$ cat src/rtl/mm_pkg.sv
// ============================================================================
// Matrix multiply package
// Item types, function and register codes, and the sequencer program ROM.
// ============================================================================
`default_nettype none

package mm_pkg;

    // Field widths fixed by the item format
    localparam int VAL_W     = 32;  // Q16.16 element
    localparam int FRAC_W    = 16;
    localparam int IDX_W     = 2;   // row / column fields
    localparam int FUNC_W    = 2;
    localparam int DIM_REG_W = 3;   // dimension registers
    localparam int CFG_IDX_W = 2;

    localparam logic [DIM_REG_W-1:0] DIM_RESET = 3'd4;

    // Input function codes
    localparam logic [FUNC_W-1:0] FN_LOAD_LEFT  = 2'd0;
    localparam logic [FUNC_W-1:0] FN_LOAD_RIGHT = 2'd1;
    localparam logic [FUNC_W-1:0] FN_START      = 2'd2;

    // Configuration register indexes
    localparam logic [CFG_IDX_W-1:0] REG_ROWS_LEFT  = 2'd0;
    localparam logic [CFG_IDX_W-1:0] REG_INNER_SIZE = 2'd1;
    localparam logic [CFG_IDX_W-1:0] REG_COLS_RIGHT = 2'd2;

    typedef struct packed {
        logic [FUNC_W-1:0]       func;
        logic [IDX_W-1:0]        row_index;
        logic [IDX_W-1:0]        col_index;
        logic signed [VAL_W-1:0] element_value;
    } t_in_item;

    typedef struct packed {
        logic [IDX_W-1:0]        out_row;
        logic [IDX_W-1:0]        out_col;
        logic signed [VAL_W-1:0] out_value;
        logic                    last;
    } t_out_item;

    // MAC unit control
    typedef struct packed {
        logic clear;    // load accumulator with the rounding bias
        logic vld;      // operands on the RAM outputs are valid
    } t_mac_ctl;

    // Sequencer steps
    localparam int STEP_W = 4;
    localparam logic [STEP_W-1:0] S_IDLE   = 4'd0;
    localparam logic [STEP_W-1:0] S_START  = 4'd1;
    localparam logic [STEP_W-1:0] S_CHECK  = 4'd2;
    localparam logic [STEP_W-1:0] S_ISSUE  = 4'd3;
    localparam logic [STEP_W-1:0] S_DRAIN1 = 4'd4;
    localparam logic [STEP_W-1:0] S_DRAIN2 = 4'd5;
    localparam logic [STEP_W-1:0] S_EMIT   = 4'd6;
    localparam logic [STEP_W-1:0] S_NEXT   = 4'd7;
    localparam logic [STEP_W-1:0] S_DONE   = 4'd8;

    // Jump conditions: jump to target when true, else fall through
    localparam int COND_W = 3;
    localparam logic [COND_W-1:0] C_NEVER    = 3'd0;
    localparam logic [COND_W-1:0] C_ALWAYS   = 3'd1;
    localparam logic [COND_W-1:0] C_NO_START = 3'd2;
    localparam logic [COND_W-1:0] C_EMPTY    = 3'd3;
    localparam logic [COND_W-1:0] C_N_ZERO   = 3'd4;
    localparam logic [COND_W-1:0] C_MORE_K   = 3'd5;
    localparam logic [COND_W-1:0] C_OUT_BUSY = 3'd6;
    localparam logic [COND_W-1:0] C_NOT_LAST = 3'd7;

    typedef struct packed {
        logic              issue;    // read both stores, step k
        logic              emit;     // load output register (when free)
        logic              clr_acc;
        logic              clr_idx;  // i = j = k = 0
        logic              adv_idx;  // next result element, k = 0
        logic [COND_W-1:0] cond;
        logic [STEP_W-1:0] target;
    } t_ucode;

    function automatic t_ucode ucode_rom(input logic [STEP_W-1:0] step);
        t_ucode w;
        w = '0;
        case (step)
            S_IDLE: begin
                w.cond   = C_NO_START;
                w.target = S_IDLE;
            end
            S_START: begin
                w.clr_acc = 1'b1;
                w.clr_idx = 1'b1;
                w.cond    = C_EMPTY;
                w.target  = S_IDLE;
            end
            S_CHECK: begin
                w.cond   = C_N_ZERO;
                w.target = S_DRAIN1;
            end
            S_ISSUE: begin
                w.issue  = 1'b1;
                w.cond   = C_MORE_K;
                w.target = S_ISSUE;
            end
            S_DRAIN1: begin
                w.cond = C_NEVER;
            end
            S_DRAIN2: begin
                w.cond = C_NEVER;
            end
            S_EMIT: begin
                w.emit   = 1'b1;
                w.cond   = C_OUT_BUSY;
                w.target = S_EMIT;
            end
            S_NEXT: begin
                w.clr_acc = 1'b1;
                w.adv_idx = 1'b1;
                w.cond    = C_NOT_LAST;
                w.target  = S_CHECK;
            end
            S_DONE: begin
                w.cond   = C_ALWAYS;
                w.target = S_IDLE;
            end
            default: begin
                w.cond   = C_ALWAYS;
                w.target = S_IDLE;
            end
        endcase
        return w;
    endfunction

endpackage

`default_nettype wire

$ cat src/rtl/mm_ram.sv
// ============================================================================
// Generic RAM
// One write port, one read port, registered read data.
// ============================================================================
`default_nettype none

module mm_ram #(
    parameter int WIDTH = 32,
    parameter int DEPTH = 16,
    parameter int ADDR_W = (DEPTH > 1) ? $clog2(DEPTH) : 1
) (
    input  wire logic              i_clk,
    input  wire logic              i_we,
    input  wire logic [ADDR_W-1:0] i_waddr,
    input  wire logic [WIDTH-1:0]  i_wdata,
    input  wire logic [ADDR_W-1:0] i_raddr,
    output logic      [WIDTH-1:0]  o_rdata
);

    logic [WIDTH-1:0] r_mem [DEPTH];
    logic [WIDTH-1:0] r_rdata;

    always_ff @(posedge i_clk) begin
        if (i_we) begin
            r_mem[i_waddr] <= i_wdata;
        end
        r_rdata <= r_mem[i_raddr];
    end

    assign o_rdata = r_rdata;

endmodule

`default_nettype wire

$ cat src/rtl/mm_mac.sv
// ============================================================================
// Multiply-accumulate unit
// Registered 32x32 signed product, wide exact accumulator, rounding to
// Q16.16 and saturation to 32 bits.
// ============================================================================
`default_nettype none

module mm_mac #(
    parameter int MAX_DIM = 4
) (
    input  wire logic                           i_clk,
    input  wire logic                           i_rst_n,
    input  wire mm_pkg::t_mac_ctl               i_ctl,
    input  wire logic signed [mm_pkg::VAL_W-1:0] i_left,
    input  wire logic signed [mm_pkg::VAL_W-1:0] i_right,
    output logic signed      [mm_pkg::VAL_W-1:0] o_value,
    output logic                                o_busy
);

    localparam int PROD_W = 2 * mm_pkg::VAL_W;
    // Room for MAX_DIM full-scale products plus the rounding bias
    localparam int ACC_W  = PROD_W + $clog2(MAX_DIM) + 1;
    localparam int TOP_LO = mm_pkg::VAL_W + mm_pkg::FRAC_W - 1;

    localparam logic signed [ACC_W-1:0] ACC_BIAS =
        ACC_W'(1) << (mm_pkg::FRAC_W - 1);
    localparam logic signed [mm_pkg::VAL_W-1:0] VAL_MAX =
        {1'b0, {(mm_pkg::VAL_W-1){1'b1}}};
    localparam logic signed [mm_pkg::VAL_W-1:0] VAL_MIN =
        {1'b1, {(mm_pkg::VAL_W-1){1'b0}}};

    logic signed [PROD_W-1:0] r_prod;
    logic                     r_prod_vld;
    logic signed [ACC_W-1:0]  r_acc;
    logic [ACC_W-1-TOP_LO:0]  acc_top;
    logic                     ovf;

    always_ff @(posedge i_clk) begin
        if (!i_rst_n) begin
            r_prod_vld <= 1'b0;
        end else begin
            r_prod_vld <= i_ctl.vld;
        end
    end

    // Product register, then accumulate
    always_ff @(posedge i_clk) begin
        r_prod <= PROD_W'(i_left) * PROD_W'(i_right);
        if (i_ctl.clear) begin
            r_acc <= ACC_BIAS;
        end else if (r_prod_vld) begin
            r_acc <= r_acc + ACC_W'(r_prod);
        end
    end

    // acc holds sum + 1/2 lsb; floor by dropping fraction, then saturate
    assign acc_top = r_acc[ACC_W-1:TOP_LO];
    assign ovf     = (|acc_top) && !(&acc_top);
    assign o_value = ovf ? (r_acc[ACC_W-1] ? VAL_MIN : VAL_MAX)
                         : r_acc[TOP_LO:mm_pkg::FRAC_W];
    assign o_busy  = r_prod_vld;

endmodule

`default_nettype wire

$ cat src/rtl/matrix_multiply_top.sv
// Results: after a start transaction each result element is computed in turn
// by the one shared multiply-accumulate unit and its 2-stage read/multiply
// pipe, then loaded into the output register; the sequencer waits while the
// output register is still held by a stall. Input is stalled for the whole
// multiply. Reset clears control and sets all three dimension registers to 4;
// the matrix stores are not cleared.
// ============================================================================
// Matrix multiply top level
// Microcoded sequencer over two element RAMs and one MAC unit. Loads write
// the left or right store; start walks every result element in row-major
// order and sends it out through a registered output stage.
// ============================================================================
`default_nettype none

module matrix_multiply_top #(
    parameter int MAX_DIM = 4
) (
    input  wire logic                             i_clk,
    input  wire logic                             i_rst_n,
    // item input
    input  wire logic                             i_in_valid,
    output logic                                  o_in_stall,
    input  wire mm_pkg::t_in_item                 i_in_data,
    // result output
    output logic                                  o_out_valid,
    input  wire logic                             i_out_stall,
    output mm_pkg::t_out_item                     o_out_data,
    // configuration writes
    input  wire logic                             i_cfg_valid,
    output logic                                  o_cfg_ready,
    input  wire logic [mm_pkg::CFG_IDX_W-1:0]     i_cfg_index,
    input  wire logic [mm_pkg::DIM_REG_W-1:0]     i_cfg_data
);

    localparam int DEPTH  = MAX_DIM * MAX_DIM;
    localparam int ADDR_W = (DEPTH > 1) ? $clog2(DEPTH) : 1;
    localparam int DIM_W  = $clog2(MAX_DIM + 1);   // holds 0..MAX_DIM
    localparam logic [ADDR_W-1:0] ROW_STRIDE = ADDR_W'(MAX_DIM);

    // ------------------------------------------------------------------
    // Configuration registers. Always ready; writes take effect at once, unchecked:
    // the user must change dimensions only while no multiply is running.
    // ------------------------------------------------------------------
    logic [mm_pkg::DIM_REG_W-1:0] r_rows;
    logic [mm_pkg::DIM_REG_W-1:0] r_inner;
    logic [mm_pkg::DIM_REG_W-1:0] r_cols;

    assign o_cfg_ready = 1'b1;

    always_ff @(posedge i_clk) begin
        if (!i_rst_n) begin
            r_rows  <= mm_pkg::DIM_RESET;
            r_inner <= mm_pkg::DIM_RESET;
            r_cols  <= mm_pkg::DIM_RESET;
        end else if (i_cfg_valid && o_cfg_ready) begin
            case (i_cfg_index)
                mm_pkg::REG_ROWS_LEFT:  r_rows  <= i_cfg_data;
                mm_pkg::REG_INNER_SIZE: r_inner <= i_cfg_data;
                mm_pkg::REG_COLS_RIGHT: r_cols  <= i_cfg_data;
                default: ;  // writes past the register list are dropped
            endcase
        end
    end

    // Dimensions above MAX_DIM act as MAX_DIM
    logic [DIM_W-1:0] dim_m;
    logic [DIM_W-1:0] dim_n;
    logic [DIM_W-1:0] dim_p;

    assign dim_m = (int'(r_rows)  > MAX_DIM) ? DIM_W'(MAX_DIM) : DIM_W'(r_rows);
    assign dim_n = (int'(r_inner) > MAX_DIM) ? DIM_W'(MAX_DIM) : DIM_W'(r_inner);
    assign dim_p = (int'(r_cols)  > MAX_DIM) ? DIM_W'(MAX_DIM) : DIM_W'(r_cols);

    // ------------------------------------------------------------------
    // Sequencer: step counter addressing the program ROM
    // ------------------------------------------------------------------
    logic [mm_pkg::STEP_W-1:0] r_step;
    logic [mm_pkg::STEP_W-1:0] n_step;
    mm_pkg::t_ucode            uc;

    logic [DIM_W-1:0] r_i;      // result row
    logic [DIM_W-1:0] r_j;      // result column
    logic [DIM_W-1:0] r_k;      // inner index
    logic [DIM_W-1:0] n_i;
    logic [DIM_W-1:0] n_j;
    logic [DIM_W-1:0] n_k;

    logic r_rd_vld;             // RAM read data valid this cycle
    logic mac_busy;

    logic in_acc;
    logic start_acc;
    logic load_ok;
    logic more_k;
    logic last_elem;
    logic out_busy;
    logic do_emit;
    logic jump;

    assign uc = mm_pkg::ucode_rom(r_step);

    // Items are taken only while the program sits in its idle step
    assign o_in_stall = (r_step != mm_pkg::S_IDLE);
    assign in_acc     = i_in_valid && !o_in_stall;
    assign start_acc  = in_acc && (i_in_data.func == mm_pkg::FN_START);

    assign more_k    = ((DIM_W+1)'(r_k) + (DIM_W+1)'(1)) < (DIM_W+1)'(dim_n);
    assign last_elem = (((DIM_W+1)'(r_i) + (DIM_W+1)'(1)) == (DIM_W+1)'(dim_m))
                    && (((DIM_W+1)'(r_j) + (DIM_W+1)'(1)) == (DIM_W+1)'(dim_p));
    assign out_busy  = o_out_valid && i_out_stall;
    assign do_emit   = uc.emit && !out_busy;

    always_comb begin
        case (uc.cond)
            mm_pkg::C_NEVER:    jump = 1'b0;
            mm_pkg::C_ALWAYS:   jump = 1'b1;
            mm_pkg::C_NO_START: jump = !start_acc;
            mm_pkg::C_EMPTY:    jump = (dim_m == '0) || (dim_p == '0);
            mm_pkg::C_N_ZERO:   jump = (dim_n == '0);
            mm_pkg::C_MORE_K:   jump = more_k;
            mm_pkg::C_OUT_BUSY: jump = out_busy;
            mm_pkg::C_NOT_LAST: jump = !last_elem;
            default:            jump = 1'b0;
        endcase
        n_step = jump ? uc.target : r_step + mm_pkg::STEP_W'(1);
    end

    // Index counters: k steps during reads, (i, j) walk row-major
    always_comb begin
        n_i = r_i;
        n_j = r_j;
        n_k = r_k;
        if (uc.clr_idx) begin
            n_i = '0;
            n_j = '0;
            n_k = '0;
        end else if (uc.adv_idx) begin
            n_k = '0;
            if (((DIM_W+1)'(r_j) + (DIM_W+1)'(1)) == (DIM_W+1)'(dim_p)) begin
                n_j = '0;
                n_i = r_i + DIM_W'(1);
            end else begin
                n_j = r_j + DIM_W'(1);
            end
        end else if (uc.issue) begin
            n_k = r_k + DIM_W'(1);
        end
    end

    always_ff @(posedge i_clk) begin
        if (!i_rst_n) begin
            r_step   <= mm_pkg::S_IDLE;
            r_rd_vld <= 1'b0;
            r_i      <= '0;
            r_j      <= '0;
            r_k      <= '0;
        end else begin
            r_step   <= n_step;
            r_rd_vld <= uc.issue;
            r_i      <= n_i;
            r_j      <= n_j;
            r_k      <= n_k;
        end
    end

    // ------------------------------------------------------------------
    // Element stores, addressed row * MAX_DIM + col
    // ------------------------------------------------------------------
    logic                     we_left;
    logic                     we_right;
    logic [ADDR_W-1:0]        waddr;
    logic [ADDR_W-1:0]        raddr_left;
    logic [ADDR_W-1:0]        raddr_right;
    logic [mm_pkg::VAL_W-1:0] rdata_left;
    logic [mm_pkg::VAL_W-1:0] rdata_right;

    // Loads outside the store are dropped
    assign load_ok  = (int'(i_in_data.row_index) < MAX_DIM)
                   && (int'(i_in_data.col_index) < MAX_DIM);
    assign we_left  = in_acc && load_ok && (i_in_data.func == mm_pkg::FN_LOAD_LEFT);
    assign we_right = in_acc && load_ok && (i_in_data.func == mm_pkg::FN_LOAD_RIGHT);
    assign waddr    = ADDR_W'(i_in_data.row_index) * ROW_STRIDE
                    + ADDR_W'(i_in_data.col_index);

    // Left reads row i, right reads column j, both at inner index k
    assign raddr_left  = ADDR_W'(r_i) * ROW_STRIDE + ADDR_W'(r_k);
    assign raddr_right = ADDR_W'(r_k) * ROW_STRIDE + ADDR_W'(r_j);

    mm_ram #(
        .WIDTH (mm_pkg::VAL_W),
        .DEPTH (DEPTH),
        .ADDR_W(ADDR_W)
    ) u_left_store (
        .i_clk  (i_clk),
        .i_we   (we_left),
        .i_waddr(waddr),
        .i_wdata(i_in_data.element_value),
        .i_raddr(raddr_left),
        .o_rdata(rdata_left)
    );

    mm_ram #(
        .WIDTH (mm_pkg::VAL_W),
        .DEPTH (DEPTH),
        .ADDR_W(ADDR_W)
    ) u_right_store (
        .i_clk  (i_clk),
        .i_we   (we_right),
        .i_waddr(waddr),
        .i_wdata(i_in_data.element_value),
        .i_raddr(raddr_right),
        .o_rdata(rdata_right)
    );

    // ------------------------------------------------------------------
    // Shared MAC
    // ------------------------------------------------------------------
    mm_pkg::t_mac_ctl                   mac_ctl;
    logic signed [mm_pkg::VAL_W-1:0]    mac_value;

    assign mac_ctl.clear = uc.clr_acc;
    assign mac_ctl.vld   = r_rd_vld;

    mm_mac #(
        .MAX_DIM(MAX_DIM)
    ) u_mac (
        .i_clk  (i_clk),
        .i_rst_n(i_rst_n),
        .i_ctl  (mac_ctl),
        .i_left (rdata_left),
        .i_right(rdata_right),
        .o_value(mac_value),
        .o_busy (mac_busy)
    );

    // ------------------------------------------------------------------
    // Output register: holds a finished result until its transaction
    // ------------------------------------------------------------------
    logic              r_out_valid;
    mm_pkg::t_out_item r_out;

    always_ff @(posedge i_clk) begin
        if (!i_rst_n) begin
            r_out_valid <= 1'b0;
        end else if (do_emit) begin
            r_out_valid <= 1'b1;
        end else if (!i_out_stall) begin
            r_out_valid <= 1'b0;
        end
    end

    always_ff @(posedge i_clk) begin
        if (do_emit) begin
            r_out.out_row   <= mm_pkg::IDX_W'(r_i);
            r_out.out_col   <= mm_pkg::IDX_W'(r_j);
            r_out.out_value <= mac_value;
            r_out.last      <= last_elem;
        end
    end

    assign o_out_valid = r_out_valid;
    assign o_out_data  = r_out;

`ifndef ASSERT_OFF
    // The accumulator must be complete when a result is taken from it
    a_emit_drained: assert property (@(posedge i_clk) disable iff (!i_rst_n)
        (r_step == mm_pkg::S_EMIT) |-> (!r_rd_vld && !mac_busy))
        else $error("result emitted with MAC pipeline still busy");

    // Reads stay inside the configured inner dimension
    a_issue_range: assert property (@(posedge i_clk) disable iff (!i_rst_n)
        (r_step == mm_pkg::S_ISSUE) |-> (r_k < dim_n))
        else $error("store read beyond inner size");

    // Every emitted element lies inside the result matrix
    a_emit_range: assert property (@(posedge i_clk) disable iff (!i_rst_n)
        do_emit |-> ((r_i < dim_m) && (r_j < dim_p)))
        else $error("result element outside the result matrix");

    // The product pipeline only fills from an issued read
    a_mac_source: assert property (@(posedge i_clk) disable iff (!i_rst_n)
        mac_busy |-> $past(r_rd_vld))
        else $error("MAC product without a store read");
`endif

endmodule

`default_nettype wire
$ cat config.mk
export PLATFORM = sky130hd
export DESIGN_NAME = matrix_multiply_top
export DESIGN_NICKNAME = d
export VERILOG_FILES = /design/src/rtl/mm_pkg.sv /design/src/rtl/mm_ram.sv /design/src/rtl/mm_mac.sv /design/src/rtl/matrix_multiply_top.sv
export SDC_FILE = /design/constraint.sdc
export NUM_CORES = 2
export LEC_CHECK = 0
export BUFFER_PORTS_ARGS = -buffer_cell sky130_fd_sc_hd__buf_2
export CORE_ASPECT_RATIO = 1.5
export CORE_MARGIN = 2
export CORE_UTILIZATION = 32
export DETAILED_ROUTE_END_ITERATION = 16
export GPL_TIMING_DRIVEN = 0
export PLACE_DENSITY = 0.47
export SETUP_SLACK_MARGIN = 0.05
export SLEW_MARGIN = 20
export SYNTH_ARGS = -nofsm -noshare
export SYNTH_HDL_FRONTEND = slang
export SYNTH_SLANG_ARGS = --single-unit
$ cat constraint.sdc
create_clock -name i_clk -period 9.8 [get_ports i_clk]
set_input_delay 2.94 -clock i_clk [delete_from_list [all_inputs] [get_ports i_clk]]
set_output_delay 2.94 -clock i_clk [all_outputs]
set_load 0.1 [all_outputs]
==> flow_metrics.env <==
export IMPL_fillers=26100
export IMPL_clk_latency_ps=830
export IMPL_worstMarginPinSlew_ps=1280
export IMPL_grt_overflow=0
export IMPL_ys_seq_elements=1281
export IMPL_grt_use_met3=0.0294
export IMPL_synth_area_per_cell_um2=13.1
export IMPL_crit_type="flip-flop to flip-flop"
export IMPL_synthesis_area_um2=86400
export IMPL_core_region_area_um2=268000
export IMPL_peakVddDrop_uv=382
export IMPL_critPathTopFamily="adder cells"
export IMPL_use_met2=0.410
export IMPL_crit_top_cell="fa_1"
export IMPL_final_util=0.363
export IMPL_final_area_um2=97400
export IMPL_multi_input_area_um2=45200
export IMPL_vias_per_cell=4.95
export IMPL_worst_setup_path_start_kind="flip-flop"
export IMPL_preCtsSetupSlack_ps=-304
export IMPL_drt_pass1_iter_count=6
export IMPL_cts_tree="done"
export IMPL_fin_ws_ps=111
export IMPL_ios=88
export IMPL_endpoint_kind="flip-flop"
export IMPL_leakagePower_nw=38.1
export IMPL_drtAntennaViolNets=0
export IMPL_final_max_slew_viol_count=0
export IMPL_crit_arrival_ps=10360
export IMPL_slowest_delay_ps=970
export IMPL_synth_top_area_share=0.369
export IMPL_period_needed_ps=9690
export IMPL_cts_root_buf="clkbuf_16"
export IMPL_fmax_mhz=103
export IMPL_path_clk_slew_ps=60
export IMPL_grtUsageTotal=0.217
export IMPL_min_path_type="flip-flop to flip-flop"
export IMPL_hold_violations=0
export IMPL_htreeDepth=4
export IMPL_grt_pass1_wl_um=422000
export IMPL_holdBufCountCts=0
export IMPL_fin_crit_sh=0.989
export IMPL_via_count=52200
export IMPL_port_buffers=84
export IMPL_synthArstFlopShare=0
export IMPL_die_area_um2=274000
export IMPL_drt_total_wl_um=295000
export IMPL_antenna_found_initial=25
export IMPL_cts_buffers_inserted=138
export IMPL_syn_inst=6584
export IMPL_cap_viol_max_count=0
export IMPL_grt_max_degree=33
export IMPL_busiest_layer="met2"
export IMPL_cp_required_ps=10470
export IMPL_whs_ps=435
export IMPL_ys_types=84
export IMPL_die_w_um=428
export IMPL_layout_drive_gt1_share=0.118
export IMPL_ys_warnings_count=0
export IMPL_cts_num_sinks=1281
export IMPL_grt_pass1_vias=58400
export IMPL_wl_per_cell_um=27.9
export IMPL_seq_area_um2=36300
export IMPL_cts_buffer_depth=3
export IMPL_syn_num_nets=7976
export IMPL_ys_top_cells_by_area="edfxtp_1 37%, fa_1 25%, mux4_2 8.3%, dfxtp_1 5.1%, inv_1 4.5%"
export IMPL_path_cells="inv_1, clkbuf_1, nor2_1, fa_1, fa_1, fa_1, fa_1, fa_1, fa_1, fa_1, fa_1, ha_1, clkbuf_1, and3_1, nand3_1, a2111o_1, a31o_1, a21o_1, a21o_1, a211oi_2, nor4_1, a311o_1"
export IMPL_dr_first_iter_drc_count=3381
export IMPL_nets=8291
export IMPL_final_setup_skew_ps=42.4
export IMPL_syn2layout_area_growth_pct=12.8
export IMPL_cp_max_fo=10
export IMPL_critical_path_buf_inv_count=3
export IMPL_synth_ff_type="edfxtp_1"
export IMPL_cts_setup_buffers=0
export IMPL_drcViolationCount=0
export IMPL_p_per_area_nw_per_um2=326
export IMPL_yosysTopAreaCell="edfxtp_1"
export IMPL_place_hpwl_um=233000
export IMPL_rows=233
export IMPL_gp_congestion=0.958
export IMPL_cp_slowest_cell="clkbuf_1"
export IMPL_start_util=0.322
export IMPL_met1_usage=0.234
export IMPL_rsz0062_at_grt="false"
export IMPL_place_area_um2=93000
export IMPL_die_h_um=640
export IMPL_setup_viol=0
export IMPL_total_power_w=0.0317
export IMPL_synth_edff_count=1061
export IMPL_synth_yosys_seq_area_share=0.420
export IMPL_status="complete, no violations"
export IMPL_slew_headroom=0.144
power by group:
group          internal (W)  leakage (nW)  switching (W)
clock               0.00280          2.09        0.00226
combinational       0.00808          24.6         0.0121
sequential          0.00640          11.4       0.000103
total                0.0173          38.1         0.0145
metrics by stage:
stage / setup TNS (ps) / cells
after global placement: -24800 / 10200
after floorplan: 0 / 6584
after detailed placement: -876 / 10300
after global routing: 0 / 10500
after CTS: 0 / 10500
final: 0 / 10500
layout by cell type (no fill, tap or decap), drive strengths merged, types with 70 or more instances in the layout:
cell	synthesis	final
fa	1083	1083
mux4	320	320
inv	1040	1048
nand2	582	582
clkbuf	304	492
and2	520	520
edfxtp	1061	1061
buf	33	205
nor2	202	202
xnor2	74	74
dfxtp	220	220
a21o	70	70
ha	261	261
a21oi	172	172
o21ai	135	135
final timing paths:
kind	startpoint	endpoint	slack (ps)	cells past startpoint
min reg2reg	r_rd_vld$_SDFF_PN0_	u_mac.o_busy$_SDFF_PN0_	430	1
max	u_right_store.o_rdata[31]$_DFF_P_	u_mac.r_prod[57]$_DFF_P_	110	22
max reg2reg	u_right_store.o_rdata[31]$_DFF_P_	u_mac.r_prod[57]$_DFF_P_	110	22
min	r_rd_vld$_SDFF_PN0_	u_mac.o_busy$_SDFF_PN0_	430	1
routing by layer:
metal	wire length, um	vias to the layer above
met5	61	-
met4	18900	10
met3	12700	586
met2	158000	1432
met1	105000	27600
li1	-	22600
final cells by class:
class / instances / area share
multi-input cells: 3925 / 0.464
flip-flops and latches: 1281 / 0.372
well taps: 3525 / 0.0453
inverters: 1041 / 0.0401
clock buffers: 185 / 0.0393
repair buffers: 175 / 0.0196
plain buffers: 337 / 0.0141
clock inverters: 60 / 0.00538
diodes: 17 / 0.000437
Yosys cell counts, types with 115 or more instances:
cell	instances
inv_1	1039
o21ai_0	115
edfxtp_1	1061
ha_1	261
and2_1	520
a21oi_1	169
fa_1	1083
nor2_1	202
dfxtp_1	220
mux4_2	320
clkbuf_1	304
nand2_1	582
repair_timing:
item	CTS	global route
hold endpoints to repair	0	0
gates resized for setup	6	19
setup endpoints to repair	5	9
sequential cells by signal, indices dropped and copies added (netlist names):
name / flops
r_step: 4
u_left_store.o_rdata: 32
o_out_data: 37
r_cols: 3
r_j: 3
r_i: 3
u_mac.o_busy: 1
u_right_store.r_mem: 512
u_right_store.o_rdata: 32
r_rd_vld: 1
u_mac.r_prod: 64
r_k: 3
r_inner: 3
u_left_store.r_mem: 512
o_out_valid: 1
r_rows: 3
u_mac.r_acc: 67
cells by family after synthesis:
kind of cell	count (synthesis)	share of synthesized area
other	1	0.0000434
buffers and inverters	1378	0.0602
adders and majority gates	1344	0.289
xor gates and xnor gates	127	0.0129
and+or+nand+nor	1540	0.0881
AOI/OAI and AO/OA	534	0.0399
muxes	379	0.0903
DFF	1281	0.420
No activity file was read; power rests on OpenSTA's default activity.
